## src/rtl/tile_grid_obstacle_edge_finder_defines.svh

```systemverilog
// Assertion macros for the tile grid edge finder RTL.
// Included by the top level; no other dependencies.
`ifndef TILE_GRID_OBSTACLE_EDGE_FINDER_DEFINES_SVH
`define TILE_GRID_OBSTACLE_EDGE_FINDER_DEFINES_SVH
`ifndef SYNTHESIS
`define TG_ASSERT_IMPL(label, clk, rstn, prop, msg) \
    label: assert property (@(posedge clk) disable iff (!rstn) prop) else $error(msg);
`define TG_ASSERT_NEXT(label, clk, rstn, a, b, msg) \
    label: assert property (@(posedge clk) disable iff (!rstn) (a) |=> (b)) else $error(msg);
`else
`define TG_ASSERT_IMPL(label, clk, rstn, prop, msg)
`define TG_ASSERT_NEXT(label, clk, rstn, a, b, msg)
`endif
`endif

```

## src/rtl/tgef_pkg.sv

```systemverilog
// Package for the tile grid edge finder: constants, types and command structs.
// No dependencies.
`default_nettype none
package tgef_pkg;
    localparam int MAX_WIDTH_DEF  = 64;
    localparam int MAX_HEIGHT_DEF = 64;
    localparam int TILE_SHIFT_DEF = 5;
    localparam int MAX_SPAN_DEF   = 8;

    localparam logic [1:0] FUNC_WR_TYPE = 2'd0;
    localparam logic [1:0] FUNC_WR_EXPL = 2'd1;
    localparam logic [1:0] FUNC_READ    = 2'd2;
    localparam logic [1:0] FUNC_QUERY   = 2'd3;

    localparam logic [1:0] REG_MAP_WIDTH  = 2'd0;
    localparam logic [1:0] REG_MAP_HEIGHT = 2'd1;
    localparam logic [1:0] REG_WALL_CODE  = 2'd2;
    localparam logic [1:0] REG_VOID_CODE  = 2'd3;

    // Neighbour read order for one window tile.
    localparam logic [2:0] NB_SELF  = 3'd0;
    localparam logic [2:0] NB_UP    = 3'd1;
    localparam logic [2:0] NB_DOWN  = 3'd2;
    localparam logic [2:0] NB_LEFT  = 3'd3;
    localparam logic [2:0] NB_RIGHT = 3'd4;

    typedef enum logic [3:0] {
        ST_CLEAR, ST_IDLE, ST_READ, ST_READ_OUT, ST_SETUP, ST_ISSUE,
        ST_COLLECT, ST_EMIT, ST_NEXT, ST_EMPTY
    } state_t;

    typedef struct packed {
        logic clear_step;
        logic latch_in;
        logic issue_rd;
        logic [2:0] nb_sel;
        logic rd_self;
        logic capture;
        logic setup_win;
        logic step_win;
        logic load_read_out;
        logic load_hit_out;
        logic load_empty_out;
    } cmd_t;

    typedef struct packed {
        logic clear_done;
        logic win_empty;
        logic win_last;
        logic hit;
        logic hit_pending;
    } stat_t;
endpackage
`default_nettype wire

```

## src/rtl/tgef_ctrl.sv

```systemverilog
// Controller state machine for the tile grid edge finder.
// Depends on tgef_pkg.
`default_nettype none
module tgef_ctrl (
    input  wire  aclk,
    input  wire  aresetn,
    input  wire  s_valid,
    output logic s_ready,
    input  wire  [1:0] s_func,
    output logic m_valid,
    input  wire  m_ready,
    input  wire  tgef_pkg::stat_t stat,
    output tgef_pkg::cmd_t cmd
);
    tgef_pkg::state_t state_reg, state_next;
    logic [2:0] nb_reg, nb_next;
    logic m_valid_reg, m_valid_next;

    always_ff @(posedge aclk) begin
        if (!aresetn) begin
            state_reg <= tgef_pkg::ST_CLEAR;
            nb_reg <= tgef_pkg::NB_SELF;
            m_valid_reg <= 1'b0;
        end else begin
            state_reg <= state_next;
            nb_reg <= nb_next;
            m_valid_reg <= m_valid_next;
        end
    end

    assign m_valid = m_valid_reg;

    always_comb begin
        state_next = state_reg;
        nb_next = nb_reg;
        m_valid_next = m_valid_reg;
        cmd = '0;
        s_ready = 1'b0;
        if (m_valid_reg && m_ready) begin
            m_valid_next = 1'b0;
        end
        unique case (state_reg)
            tgef_pkg::ST_CLEAR: begin
                cmd.clear_step = 1'b1;
                if (stat.clear_done) begin
                    state_next = tgef_pkg::ST_IDLE;
                end
            end
            tgef_pkg::ST_IDLE: begin
                s_ready = 1'b1;
                if (s_valid) begin
                    cmd.latch_in = 1'b1;
                    priority case (s_func)
                        tgef_pkg::FUNC_READ: state_next = tgef_pkg::ST_READ;
                        tgef_pkg::FUNC_QUERY: state_next = tgef_pkg::ST_SETUP;
                        default: state_next = tgef_pkg::ST_IDLE;
                    endcase
                end
            end
            tgef_pkg::ST_READ: begin
                cmd.issue_rd = 1'b1;
                cmd.rd_self = 1'b1;
                cmd.nb_sel = tgef_pkg::NB_SELF;
                state_next = tgef_pkg::ST_READ_OUT;
            end
            tgef_pkg::ST_READ_OUT: begin
                if (!m_valid_next) begin
                    cmd.load_read_out = 1'b1;
                    m_valid_next = 1'b1;
                    state_next = tgef_pkg::ST_IDLE;
                end
            end
            tgef_pkg::ST_SETUP: begin
                cmd.setup_win = 1'b1;
                nb_next = tgef_pkg::NB_SELF;
                state_next = tgef_pkg::ST_ISSUE;
            end
            tgef_pkg::ST_ISSUE: begin
                if (stat.win_empty) begin
                    state_next = tgef_pkg::ST_EMPTY;
                end else begin
                    cmd.issue_rd = 1'b1;
                    cmd.nb_sel = nb_reg;
                    state_next = tgef_pkg::ST_COLLECT;
                end
            end
            tgef_pkg::ST_COLLECT: begin
                cmd.capture = 1'b1;
                cmd.nb_sel = nb_reg;
                if (nb_reg == tgef_pkg::NB_RIGHT) begin
                    nb_next = tgef_pkg::NB_SELF;
                    state_next = tgef_pkg::ST_EMIT;
                end else begin
                    nb_next = nb_reg + 3'd1;
                    state_next = tgef_pkg::ST_ISSUE;
                end
            end
            tgef_pkg::ST_EMIT: begin
                // A held hit goes out when the next hit or the window end is known.
                if (stat.hit && stat.hit_pending) begin
                    if (!m_valid_next) begin
                        cmd.load_hit_out = 1'b1;
                        m_valid_next = 1'b1;
                        state_next = tgef_pkg::ST_NEXT;
                    end
                end else begin
                    state_next = tgef_pkg::ST_NEXT;
                end
            end
            tgef_pkg::ST_NEXT: begin
                if (stat.win_last) begin
                    if (stat.hit_pending || stat.hit) begin
                        if (!m_valid_next) begin
                            cmd.load_hit_out = 1'b1;
                            cmd.step_win = 1'b1;
                            m_valid_next = 1'b1;
                            state_next = tgef_pkg::ST_IDLE;
                        end
                    end else begin
                        state_next = tgef_pkg::ST_EMPTY;
                    end
                end else begin
                    cmd.step_win = 1'b1;
                    state_next = tgef_pkg::ST_ISSUE;
                end
            end
            tgef_pkg::ST_EMPTY: begin
                if (!m_valid_next) begin
                    cmd.load_empty_out = 1'b1;
                    m_valid_next = 1'b1;
                    state_next = tgef_pkg::ST_IDLE;
                end
            end
            default: state_next = tgef_pkg::ST_IDLE;
        endcase
    end
endmodule
`default_nettype wire

```

## config.mk

```make
export PLATFORM = sky130hd
export DESIGN_NAME = tgef_ctrl
export DESIGN_NICKNAME = d
export VERILOG_FILES = /design/src/rtl/tile_grid_obstacle_edge_finder_defines.svh /design/src/rtl/tgef_pkg.sv /design/src/rtl/tgef_ctrl.sv
export SDC_FILE = /design/constraint.sdc
export NUM_CORES = 1
export LEC_CHECK = 0
export BUFFER_PORTS_ARGS = -buffer_cell sky130_fd_sc_hd__clkbuf_2
export CAP_MARGIN = 40
export CORE_UTILIZATION = 50
export DETAILED_ROUTE_END_ITERATION = 7
export PLACE_DENSITY = 0.88
export SLEW_MARGIN = 20
export SYNTH_ARGS = -nofsm -noshare
export SYNTH_HDL_FRONTEND = slang
export SYNTH_SLANG_ARGS = --single-unit
```

## constraint.sdc

```tcl
create_clock -name aclk -period 2.1 [get_ports aclk]
set_input_delay 0.105 -clock aclk [delete_from_list [all_inputs] [get_ports aclk]]
set_output_delay 0.105 -clock aclk [all_outputs]
set_load 0.005 [all_outputs]
```

After elaboration in Yosys (flattened, before gate mapping) --
Cells that the tools add are included.
Operators by class: add/subtract/negate cells 1, $mul 0, div/mod/pow operators 0, order comparisons 0, eq/ne operators 15, shifts and indexed selects 0, mux-type cells 37, bitwise gates (word level) 0, reductions and logical operators 7
Operator list (count):
- $mux W4 | 9
- $pmux W4 S9 | 1
- $mux W1 | 19
- $pmux W3 S2 | 3
- $eq A4 B3 Y1 const B | 4
- $eq A4 B2 Y1 const B | 2
- $eq A4 B4 Y1 const B | 2
- $eq A2 B2 Y1 const B | 2
- $eq A4 B1 Y1 const B | 1
- $logic_not A4 Y1 | 1
- $ne A2 B2 Y1 const B | 2
- $pmux W1 S2 | 2
- $add A3 B1 Y3 const B | 1
- $eq A3 B3 Y1 const B | 1
- $mux W3 | 1
- $ne A3 B3 Y1 const B | 1
- $pmux W1 S3 | 1
- $reduce_and A3 Y1 | 1
- $logic_and A1 B1 Y1 | 2
- $mux W2 | 1
- $reduce_bool A2 Y1 | 1
- $reduce_or A2 Y1 | 1
- $logic_or A1 B1 Y1 | 1
Word-level totals: register bits after elaboration 8, bits in latches 0, memory bits (writable) 0, bits in read-only memories 0, output and inout port bits 15, logic and storage cells 63, memories kept 0

Logic depth before layout (Yosys ltp) --
Gate-level depths: netlist of the first run.
word-level depth 6, depth in mapped cells 6, gate-level depth less buffers 6

Least setup slack after synthesis of the first run --
OpenSTA, ideal clock, no wires.
path kind register -> register, start reg state_reg[3], end reg nb_reg[2], data arrival time 1259 ps, slack 775 ps, cell stages (with the launch flop) 7, period minus slack after synthesis 1325 ps, cell sequence dfxtp_1 buf_6 or3b_1 buf_2 nor3b_2 o21ai_1 a21boi_2
On the way: cells in the longest elaborated chain, start to end 2
RTL lines:
- start: declaration | line tgef_ctrl.sv:15 | tgef_pkg::state_t state_reg, state_next;
- start signal: assignment | line tgef_ctrl.sv:21 | state_reg <= tgef_pkg::ST_CLEAR;
- start signal: assignment | line tgef_ctrl.sv:25 | state_reg <= state_next;
- $eq A4 B3 Y1 | line tgef_ctrl.sv:42 | unique case (state_reg)
- $pmux W3 S2 or $reduce_bool A2 Y1 (tied branches)
- end signal: assignment | line tgef_ctrl.sv:22 | nb_reg <= tgef_pkg::NB_SELF;
- end signal: assignment | line tgef_ctrl.sv:26 | nb_reg <= nb_next;
- end: declaration | line tgef_ctrl.sv:16 | logic [2:0] nb_reg, nb_next;
Several ways; a longest one is shown, not always the timed one. A chain may end at the register's enable or synchronous reset.

==> metrics.txt, run 1 <==
status=finished clean; Top Ports=26; Final Util=0.601; clk sink count=8; DRT Wirelength=1960 µm; synthesized area=793 µm²; CTS resizes=0; Die ar.=0.00175 mm²; CP Data Required Time=2.00 ns; post-synth top area cell=dfxtp_1; Via Count=835; CP cell instances=or2_1, nor3b_4, a21oi_1, nor2_1, clkbuf_2; Reg clk slew, reported paths=0.06 ns; critical path startpoint=state_reg[1]; post-CTS setup buffer count=0; Detail Route met2 WL=945 µm; hold bufs inserted after CTS=0; DRT antenna net count=0; drt pass-1 iters=6; Rows=14; Critical Path Source Type=register; vias in the first global route=738; Placed Instances=139; period utilisation layout=0.847; Max Freq=0.562 GHz; worst rel slew slack=0.553; worst min path class=input port to register; Hold Slack=0.135 ns; Vert. Die Dim=41.8 µm; post-synth top area share=0.202; Area growth, synth to finish=12.8%; switching power total=0.0909 mW; Sequential Power Share=0.490; Worst-Skew Late Latency=0.26 ns; CTS Buf Count=3; Root Buffer=clkbuf_4; sum of negative setup slack=0 ns; final setup vio count=0; Crit Reg-Reg Startpoint=state_reg[0]; Synth top cells by count=12 x nor2_1, 8 x dfxtp_1, 7 x inv_1, 7 x nand2_1; Crit path arrival time=1.67 ns; Final Hold Fails=0; Final min period=1.78 ns; share of layout cells above drive strength 1=0.262; GPL Wtd Cong=0.857; EDFF count, synth=0; first-pass GRT wire length=3230 µm; syn_area_per_cell=7.48 µm²; Final Max Slew Viols=0; CP max stage delay=0.63 ns; Initial Util=0.533; combinational share of power=0.150; met1 wire length=854 µm; Initial DRC Count=22; number of synthesis warnings=0; antenna violations before repair=0; via/cell ratio=5.88; clock power share=0.360; Yosys reg bits=8; Gate Count Post-Synth=106; Synth Net Count=119; Layout Skew=0.00872 ns; fin cells=142; peak supply drop=0.156 mV; Post-synth ARST share=0; Hold Path Depth=3; residual DRC count=0; Top Metal Used=met4; CTS tree=yes; CTS max path bufs=2; Total Routing Usage GR=0.239; CP max FO=15; largest net degree at the start of global routing=20; RSZ-0062 raised after global routing=false; PortBufs=25; CP Capture Type=primary output; number of distinct library cells after synthesis=42; reg2reg setup slack=0.41 ns; CP Class=register to primary output; FF-to-FF path depth=4; Int Pwr=0.243 mW; total grt overflow=0; pwr dens=373 mW/mm²; P_leak=0.367 nW; Post-DP HPWL=1490 µm; WL met3=141 µm; Synth area leaders=dfxtp_1 20%, buf_6 5.7%, nor2_1 5.7%; Core ar.=0.00149 mm²; Switching Share=0.272; Worst-Margin Slew=0.670 ns; fin nets=141; post-synthesis sequential area ratio=0.202; slowest CP cell=dfxtp_1; hold_sp=s_func[0]; Synth Flop Type=dfxtp_1; Chip Width=41.8 µm; count leader, synth=nor2_1; ANT cells=0; routed len/inst=13.8 µm; number of flip-flops in the largest register=4; number of H-tree levels=1; maxcap violations=0
## cell type report
type                            count  area (µm²)
Fill cell                         157         594
Multi-Input combinational cell     83         541
Sequential cell                     8         160
Timing Repair Buffer               25         125
Inverter                            7        26.3
Clock buffer                        3        22.5
Tap cell                           16        20.0
## critical path: cells and delay by family, from the launching register on
kind,cells,cell delay [ns]
flip-flops,1,0.63
buffers and inverters,1,0.11
AO/OA/AOI/OAI,1,0.21
AND/OR/NAND/NOR,3,0.47
## stage by stage
| step | setup slack [ns] | cell area, µm² | power [mW] |
|---|---|---|---|
| after detailed placement | 0.441 | 872 | 0.216 |
| after floorplan | 0.775 | 793 | 0.197 |
| final | 0.322 | 895 | 0.334 |
| after global routing | 0.175 | 895 | 0.349 |
| after global placement | 0.487 | 872 | 0.214 |
| after CTS | 0.321 | 895 | 0.337 |
## layer usage
metal | global-route usage | up-vias
met4 | 0.0968 | 0
li1 | - | 420
met5 | 0 | -
met3 | 0.0261 | 2
met1 | 0.283 | 374
met2 | 0.431 | 39
## cells by family after synthesis
kind of cell,count (synthesis),share of synthesized area
DFF,8,0.202
AOI/OAI and AO/OA,29,0.249
and+or+nand+nor,50,0.377
adders and majority gates,2,0.0315
buffers and inverters,15,0.117
xor gates and xnor gates,1,0.0110
muxes,1,0.0126
## final timing paths
path,to
setup / recovery,cmd[1]
hold / removal,state_reg[2]
setup reg to reg,state_reg[0]
hold reg to reg,nb_reg[2]
## layout by cell type (no fill, tap or decap), types with 2 or more instances in the layout
master	instances
nor3_1	6
o211ai_1	3
dfxtp_1	8
nor2b_1	2
clkbuf_4	3
o32ai_1	2
clkbuf_2	25
or3b_1	2
a31oi_1	4
o21ai_0	6
a21oi_1	3
nor2_1	12
inv_1	7
and2_1	3
nor3b_1	2
nand2_1	7
o21ai_1	2
ha_1	2
nand2b_1	4
and3_1	2
o21a_1	2
## power groups by stage
stage                     combinational (mW)  clock (mW)  sequential [mW]
after floorplan                       0.0389           0            0.158
after global placement                0.0481           0            0.166
after detailed placement              0.0494           0            0.167
after CTS                             0.0502       0.124            0.163
after global routing                  0.0547       0.130            0.165
final                                 0.0500       0.120            0.164
Power figures use the tool's default switching activity.
==> run 2: changes to the inputs <==
Settings changed: ABC_AREA set to 1, CORE_UTILIZATION 50 to 43, PLACE_DENSITY 0.88 to 0.83.
Clock period 2.1 ns to 1.5 ns, I/O delays scaled along.
==> run 2 against run 1 <==
Compared with the run above: cell count rose by 28%; worst hold slack lost 0.064 ns; via count is 9.7% higher.
==> metrics.txt, run 2 <==
DRT antenna net count=0 (unchanged); CP Class=register to primary output (unchanged); status=finished clean (unchanged); Switching Share=0.319 (was 0.272); Area growth, synth to finish=29.8% (was 12.8%); critical path startpoint=state_reg[1] (unchanged); Layout Skew=0.00721 ns (was 0.00872 ns); number of flip-flops in the largest register=4 (unchanged); via/cell ratio=5.03 (was 5.88); maxcap violations=0 (unchanged); Vert. Die Dim=43.0 µm (was 41.8 µm); Post-synth ARST share=0 (unchanged); Gate Count Post-Synth=137 (was 106); commonest cells after routing, fill and taps aside=39 x nand2_1, 26 x nor2_1, 24 x clkbuf_2, 21 x inv_1, 9 x a21oi_1 (was 25 x clkbuf_2, 12 x nor2_1, 8 x dfxtp_1, 7 x inv_1, 7 x nand2_1); routed len/inst=10.6 µm (was 13.8 µm); CTS max path bufs=2 (unchanged); count leader, synth=nand2_1 (was nor2_1); Core ar.=0.00154 mm² (was 0.00149 mm²); largest net degree at the start of global routing=8 (was 20); Yosys reg bits=8 (unchanged); clk sink count=8 (unchanged); Post-DP Area=876 µm² (was 872 µm²); commonest non-fill, non-tap cell in the layout=nand2_1 (was clkbuf_2); total grt overflow=0 (unchanged); post-synth top area cell=dfxtp_1 (unchanged); antenna violations before repair=0 (unchanged); Synth Flop Type=dfxtp_1 (unchanged); hold bufs inserted after CTS=0 (unchanged); Setup crit end=cmd[1] (unchanged); Max Freq=0.714 GHz; pwr dens=573 mW/mm² (was 373 mW/mm²); Initial DRC Count=26 (was 22); Reg clk slew, reported paths=0.05 ns (was 0.06 ns); syn_area_per_cell=5.28 µm² (was 7.48 µm²); reg2reg setup slack=0.19 ns (was 0.41 ns); FF-to-FF path depth=8 (was 4); CP Capture Type=primary output (unchanged); Pwr Total=0.538 mW (was 0.334 mW); sum of negative setup slack=0 ns (unchanged); first-pass GRT wire length=3200 µm (was 3230 µm); Crit path arrival time=1.33 ns (was 1.67 ns); Total Routing Usage GR=0.225 (was 0.239); post-synthesis sequential area ratio=0.221 (was 0.202); clock power share=0.294 (was 0.360); residual DRC count=0 (unchanged); RSZ-0062 raised after global routing=false (unchanged); period utilisation layout=0.933; Top Ports=26 (unchanged); DRT Wirelength=1920 µm (was 1960 µm); Worst-Skew Late Latency=0.25 ns (was 0.26 ns); CP max FO=5 (was 15); number of distinct library cells after synthesis=18 (was 42); GPL Wtd Cong=0.916 (was 0.857); Die ar.=0.00185 mm² (was 0.00175 mm²); final setup vio count=0 (unchanged); Via Count=916 (was 835); peak supply drop=0.599 mV (was 0.156 mV); CTS tree=yes (unchanged); drt pass-1 iters=4 (was 6); Int Pwr=0.366 mW (was 0.243 mW); Crit Reg-Reg Startpoint=state_reg[3] (was state_reg[0]); post-CTS setup buffer count=0 (unchanged); worst min path class=input port to register (unchanged); Post-DP HPWL=1620 µm (was 1490 µm); Synth Net Count=150 (was 119); worst rel slew slack=0.763 (was 0.553); fin nets=181 (was 141); Critical R2R Capture=state_reg[0] (unchanged); Final Hold Fails=0 (unchanged); share of layout cells above drive strength 1=0.283 (was 0.262); PortBufs=25 (unchanged); EDFF count, synth=0 (unchanged); Final Max Slew Viols=0 (unchanged); P_leak=0.544 nW (was 0.367 nW); Critical Path Source Type=register (unchanged); Final min period=1.40 ns; number of H-tree levels=1 (unchanged); Synth area leaders=dfxtp_1 22%, nand2_1 22%, nor2_1 15% (was dfxtp_1 20%, buf_6 5.7%, nor2_1 5.7%); Synth top cells by count=42 x nand2_1, 29 x nor2_1, 26 x inv_1, 9 x a21oi_1, 8 x dfxtp_1 (was 12 x nor2_1, 8 x dfxtp_1, 7 x inv_1, 7 x nand2_1); Root Buffer=clkbuf_4 (unchanged); combinational share of power=0.270 (was 0.150); final instance area=938 µm² (was 895 µm²); vias in the first global route=804 (was 738); Chip Width=43.0 µm (was 41.8 µm); switching power total=0.171 mW (was 0.0909 mW); Worst-Margin Slew=0.354 ns (was 0.670 ns); Initial Util=0.469 (was 0.533); Sequential Power Share=0.436 (was 0.490); synthesized area=723 µm² (was 793 µm²); CTS Buf Count=3 (unchanged); post-synth top area share=0.221 (was 0.202); ANT cells=0 (unchanged); CP Data Required Time=1.42 ns (was 2.00 ns); number of synthesis warnings=0 (unchanged); Rows=14 (unchanged)
==> run 2: how the worst min path moves through the flow <==
stage	start	end	slack, ns	depth (start not counted)
final	aresetn	state_reg[0]	0.07	3
after global routing	aresetn	state_reg[0]	0.08	3
after CTS	aresetn	state_reg[0]	0.07	3
after detailed placement	aresetn	state_reg[0]	0.33	3
after global placement	aresetn	state_reg[0]	0.32	3
after floorplan	aresetn	state_reg[0]	0.20	2
==> run 2: per-layer routing <==
layer,global-route usage,up-vias,wire (µm)
li1,-,482,-
met1,0.258,404,799
met2,0.427,30,1000
met3,0.0553,0,120
met4,0.0242,0,0
met5,0,-,0
==> run 2: metrics by stage <==
| stage | utilization | worst slack, ns | hold WS [ns] | cells |
|---|---|---|---|---|
| finish | 0.609 | 0.0998 | 0.0704 | 182 |
| floorplan | - | 0.346 | 0.203 | 137 |
| CTS | 0.590 | 0.00229 | 0.0670 | 182 |
| detailed placement | 0.568 | 0.114 | 0.334 | 179 |
| global placement | 0.568 | 0.146 | 0.324 | 179 |
| global route | 0.609 | 0.00477 | 0.0767 | 182 |
==> run 2: area by class of cell <==
type	count	area [µm²]
well taps	16	20.0
inverters	27	104
flip-flops and latches	8	168
fillers	154	603
clock buffers	3	22.5
repair buffers	26	133
multi-input cells	102	492
==> run 2: cells by family after synthesis <==
group	Yosys count	synth area share
and+or+nand+nor	84	0.484
buffers and inverters	27	0.140
AOI/OAI and AO/OA	16	0.119
DFF	8	0.221
adders and majority gates	2	0.0346
==> run 2: power groups by stage <==
stage	Combinational, mW	Sequential, mW	Clock [mW]
finish	0.145	0.235	0.158
detailed placement	0.132	0.233	0
CTS	0.137	0.232	0.167
floorplan	0.0834	0.231	0
global route	0.163	0.236	0.179
global placement	0.129	0.233	0
==> run 2: critical path, cell delays in order (launching register included) <==
cell,delay (ns)
dfxtp_2,0.35
nor2_4,0.20
nand2_4,0.09
inv_2,0.06
nand2_1,0.04
o21ai_1,0.07
inv_1,0.07
nor2_1,0.09
clkbuf_2,0.12
==> run 2: timing repair <==
action                                 4_1_cts  5_1_grt
gates resized for setup                      4       18
setup endpoints to repair                    5        4
endpoints found under the hold margin        0        0
pin swaps                                    0        2
==> run 3: changes to the inputs <==
Settings changed: GPL_ROUTABILITY_DRIVEN set to 0, HOLD_SLACK_MARGIN set to 0.1.
==> run 3 against run 2 <==
Compared with the run above: setup slack about the same; clock power barely moved; core utilization grew 0.65 points; clock-buffer cell count unchanged; non-clock buffer count up 1; clock skew about the same.
==> metrics.txt, run 3 (synthesized netlist as in run 2, its figures left out) <==
CP Capture Type=primary output (unchanged); register area=168 µm² (unchanged); Critical R2R Capture=state_reg[0] (unchanged); Post-DP Area=876 µm² (unchanged); largest net degree at the start of global routing=8 (unchanged); Crit path arrival time=1.33 ns (about the same); delay-heaviest family, CP=simple AND/OR/NAND/NOR gates (unchanged); residual DRC count=0 (unchanged); first-pass GRT wire length=3200 µm (unchanged); hold_sp=stat[2] (was aresetn); maxcap violations=0 (unchanged); Final Util=0.615 (was 0.609); Hold Path Depth=5 (was 3); Via Count=925 (was 916); reg2reg setup slack=0.19 ns (about the same); Worst-Skew Late Latency=0.25 ns (about the same); sum of negative setup slack=0 ns (unchanged); Hold Path End=state_reg[3] (was state_reg[0]); routed len/inst=10.6 µm (about the same); Reg clk slew, reported paths=0.06 ns (was 0.05 ns); crit path buf inv count=3 (unchanged); CP max stage delay=0.35 ns (about the same); pwr dens=569 mW/mm² (was 573 mW/mm²); total grt overflow=0 (unchanged); peak supply drop=0.599 mV (about the same); clk sink count=8 (unchanged); CP max FO=5 (unchanged); CTS tree=yes (unchanged); Worst-Margin Slew=0.353 ns (was 0.354 ns); drt pass-1 iters=4 (unchanged); period utilisation layout=0.934 (was 0.933); post-CTS setup buffer count=0 (unchanged); share of layout cells above drive strength 1=0.281 (was 0.283); Vert. Die Dim=43.0 µm (unchanged); final instance area=948 µm² (was 938 µm²); slowest CP cell=dfxtp_2 (unchanged); PortBufs=25 (unchanged); worst setup margin=0.0995 ns (was 0.0998 ns); final setup vio count=0 (unchanged); Die ar.=0.00185 mm² (unchanged); CP Data Required Time=1.42 ns (about the same); DRT antenna net count=0 (unchanged); Initial DRC Count=25 (was 26); CP cell instances=nor2_4, nand2_4, inv_2, nand2_1, o21ai_1, inv_1, nor2_1, clkbuf_2 (unchanged); Hold Slack=0.188 ns (was 0.0704 ns); Root Buffer=clkbuf_4 (unchanged); CTS max path bufs=2 (unchanged); ANT cells=0 (unchanged); status=finished clean (unchanged); P_leak=0.548 nW (was 0.544 nW); Final min period=1.40 ns (about the same); DRT Wirelength=1940 µm (was 1920 µm); Total Routing Usage GR=0.225 (unchanged); commonest cells after routing, fill and taps aside=39 x nand2_1, 26 x nor2_1, 24 x clkbuf_2, 21 x inv_1, 9 x a21oi_1 (unchanged); worst min path class=input port to register (unchanged); Final Max Slew Viols=0 (unchanged); commonest non-fill, non-tap cell in the layout=nand2_1 (unchanged); number of fill cells=151 (was 154); Pwr Total=0.540 mW (was 0.538 mW); Rows=14 (unchanged); Final Hold Fails=0 (unchanged); number of flip-flops in the largest register=4 (unchanged); vias in the first global route=804 (unchanged); area of the multi-input gates=492 µm² (unchanged); Area growth, synth to finish=31.1% (was 29.8%); antenna violations before repair=0 (unchanged); via/cell ratio=5.05 (was 5.03); RSZ-0062 raised after global routing=false (unchanged); fin nets=182 (was 181); fin cells=183 (was 182); CP Class=register to primary output (unchanged); Chip Width=43.0 µm (unchanged); Placed Instances=179 (unchanged); FF-to-FF path depth=8 (unchanged); Layout Skew=0.00742 ns (was 0.00721 ns); Top Ports=26 (unchanged); number of H-tree levels=1 (unchanged); Crit Reg-Reg Startpoint=state_reg[3] (unchanged); Initial Util=0.469 (unchanged); dpl ws=0.114 ns (unchanged); CTS Buf Count=3 (unchanged); worst rel slew slack=0.764 (was 0.763); Max Freq=0.714 GHz (about the same); Post-DP HPWL=1620 µm (unchanged); Core ar.=0.00154 mm² (unchanged); Critical Path Source Type=register (unchanged)
[run 3: cell count changes in the layout (fill, tap and decap cells not counted)]
cell	before	now
dlygate4sd3_1	0	1
[run 3: area by class of cell]
cell class / count / share of cell area
Multi-Input combinational cell: 102 / 0.518
Sequential cell: 8 / 0.177
Timing Repair Buffer: 27 / 0.150
Inverter: 27 / 0.109
Clock buffer: 3 / 0.0237
Tap cell: 16 / 0.0211
[run 3: metal layers]
layer / share of wire / vias to the layer above / wire length [µm] / track usage
met5: 0 / - / 0 / 0
met4: 0 / 0 / 0 / 0.0242
met3: 0.060 / 0 / 117 / 0.0553
met2: 0.52 / 30 / 1010 / 0.427
met1: 0.42 / 412 / 811 / 0.258
li1: - / 483 / - / -
[run 3: worst max-delay path by stage]
| stage | from | to | slack (ns) | depth (start not counted) |
|---|---|---|---|---|
| after floorplan | state_reg[3] | state_reg[0] | 0.35 | 8 |
| after global placement | state_reg[0] | cmd[1] | 0.15 | 8 |
| after detailed placement | state_reg[0] | cmd[1] | 0.11 | 8 |
| after CTS | state_reg[3] | cmd[1] | 0.002 | 8 |
| after global routing | state_reg[3] | cmd[7] | 0.005 | 8 |
| final | state_reg[1] | cmd[1] | 0.1 | 8 |
[run 3: repair_timing]
action | in CTS | in global routing
cloned | 0 | 0
pin swaps | 0 | 2
hold buffers | 1 | 0
resized for setup | 4 | 18
setup endpoints to repair | 5 | 4
endpoints found under the hold margin | 2 | 0
[run 3: worst reg2reg max path: cells and delay by family (launching register included)]
kind	cells	cell delay (ns)
buffers and inverters	1	0.04
DFF	1	0.34
and+or+nand+nor	7	0.82
[run 3: power breakdown]
part           internal (mW)  total, mW  switching (mW)  leakage (nW)
Combinational         0.0560      0.147          0.0911         0.467
Sequential             0.221      0.235          0.0139        0.0668
Clock                 0.0911      0.158          0.0670        0.0138
Total                  0.368      0.540           0.172         0.548
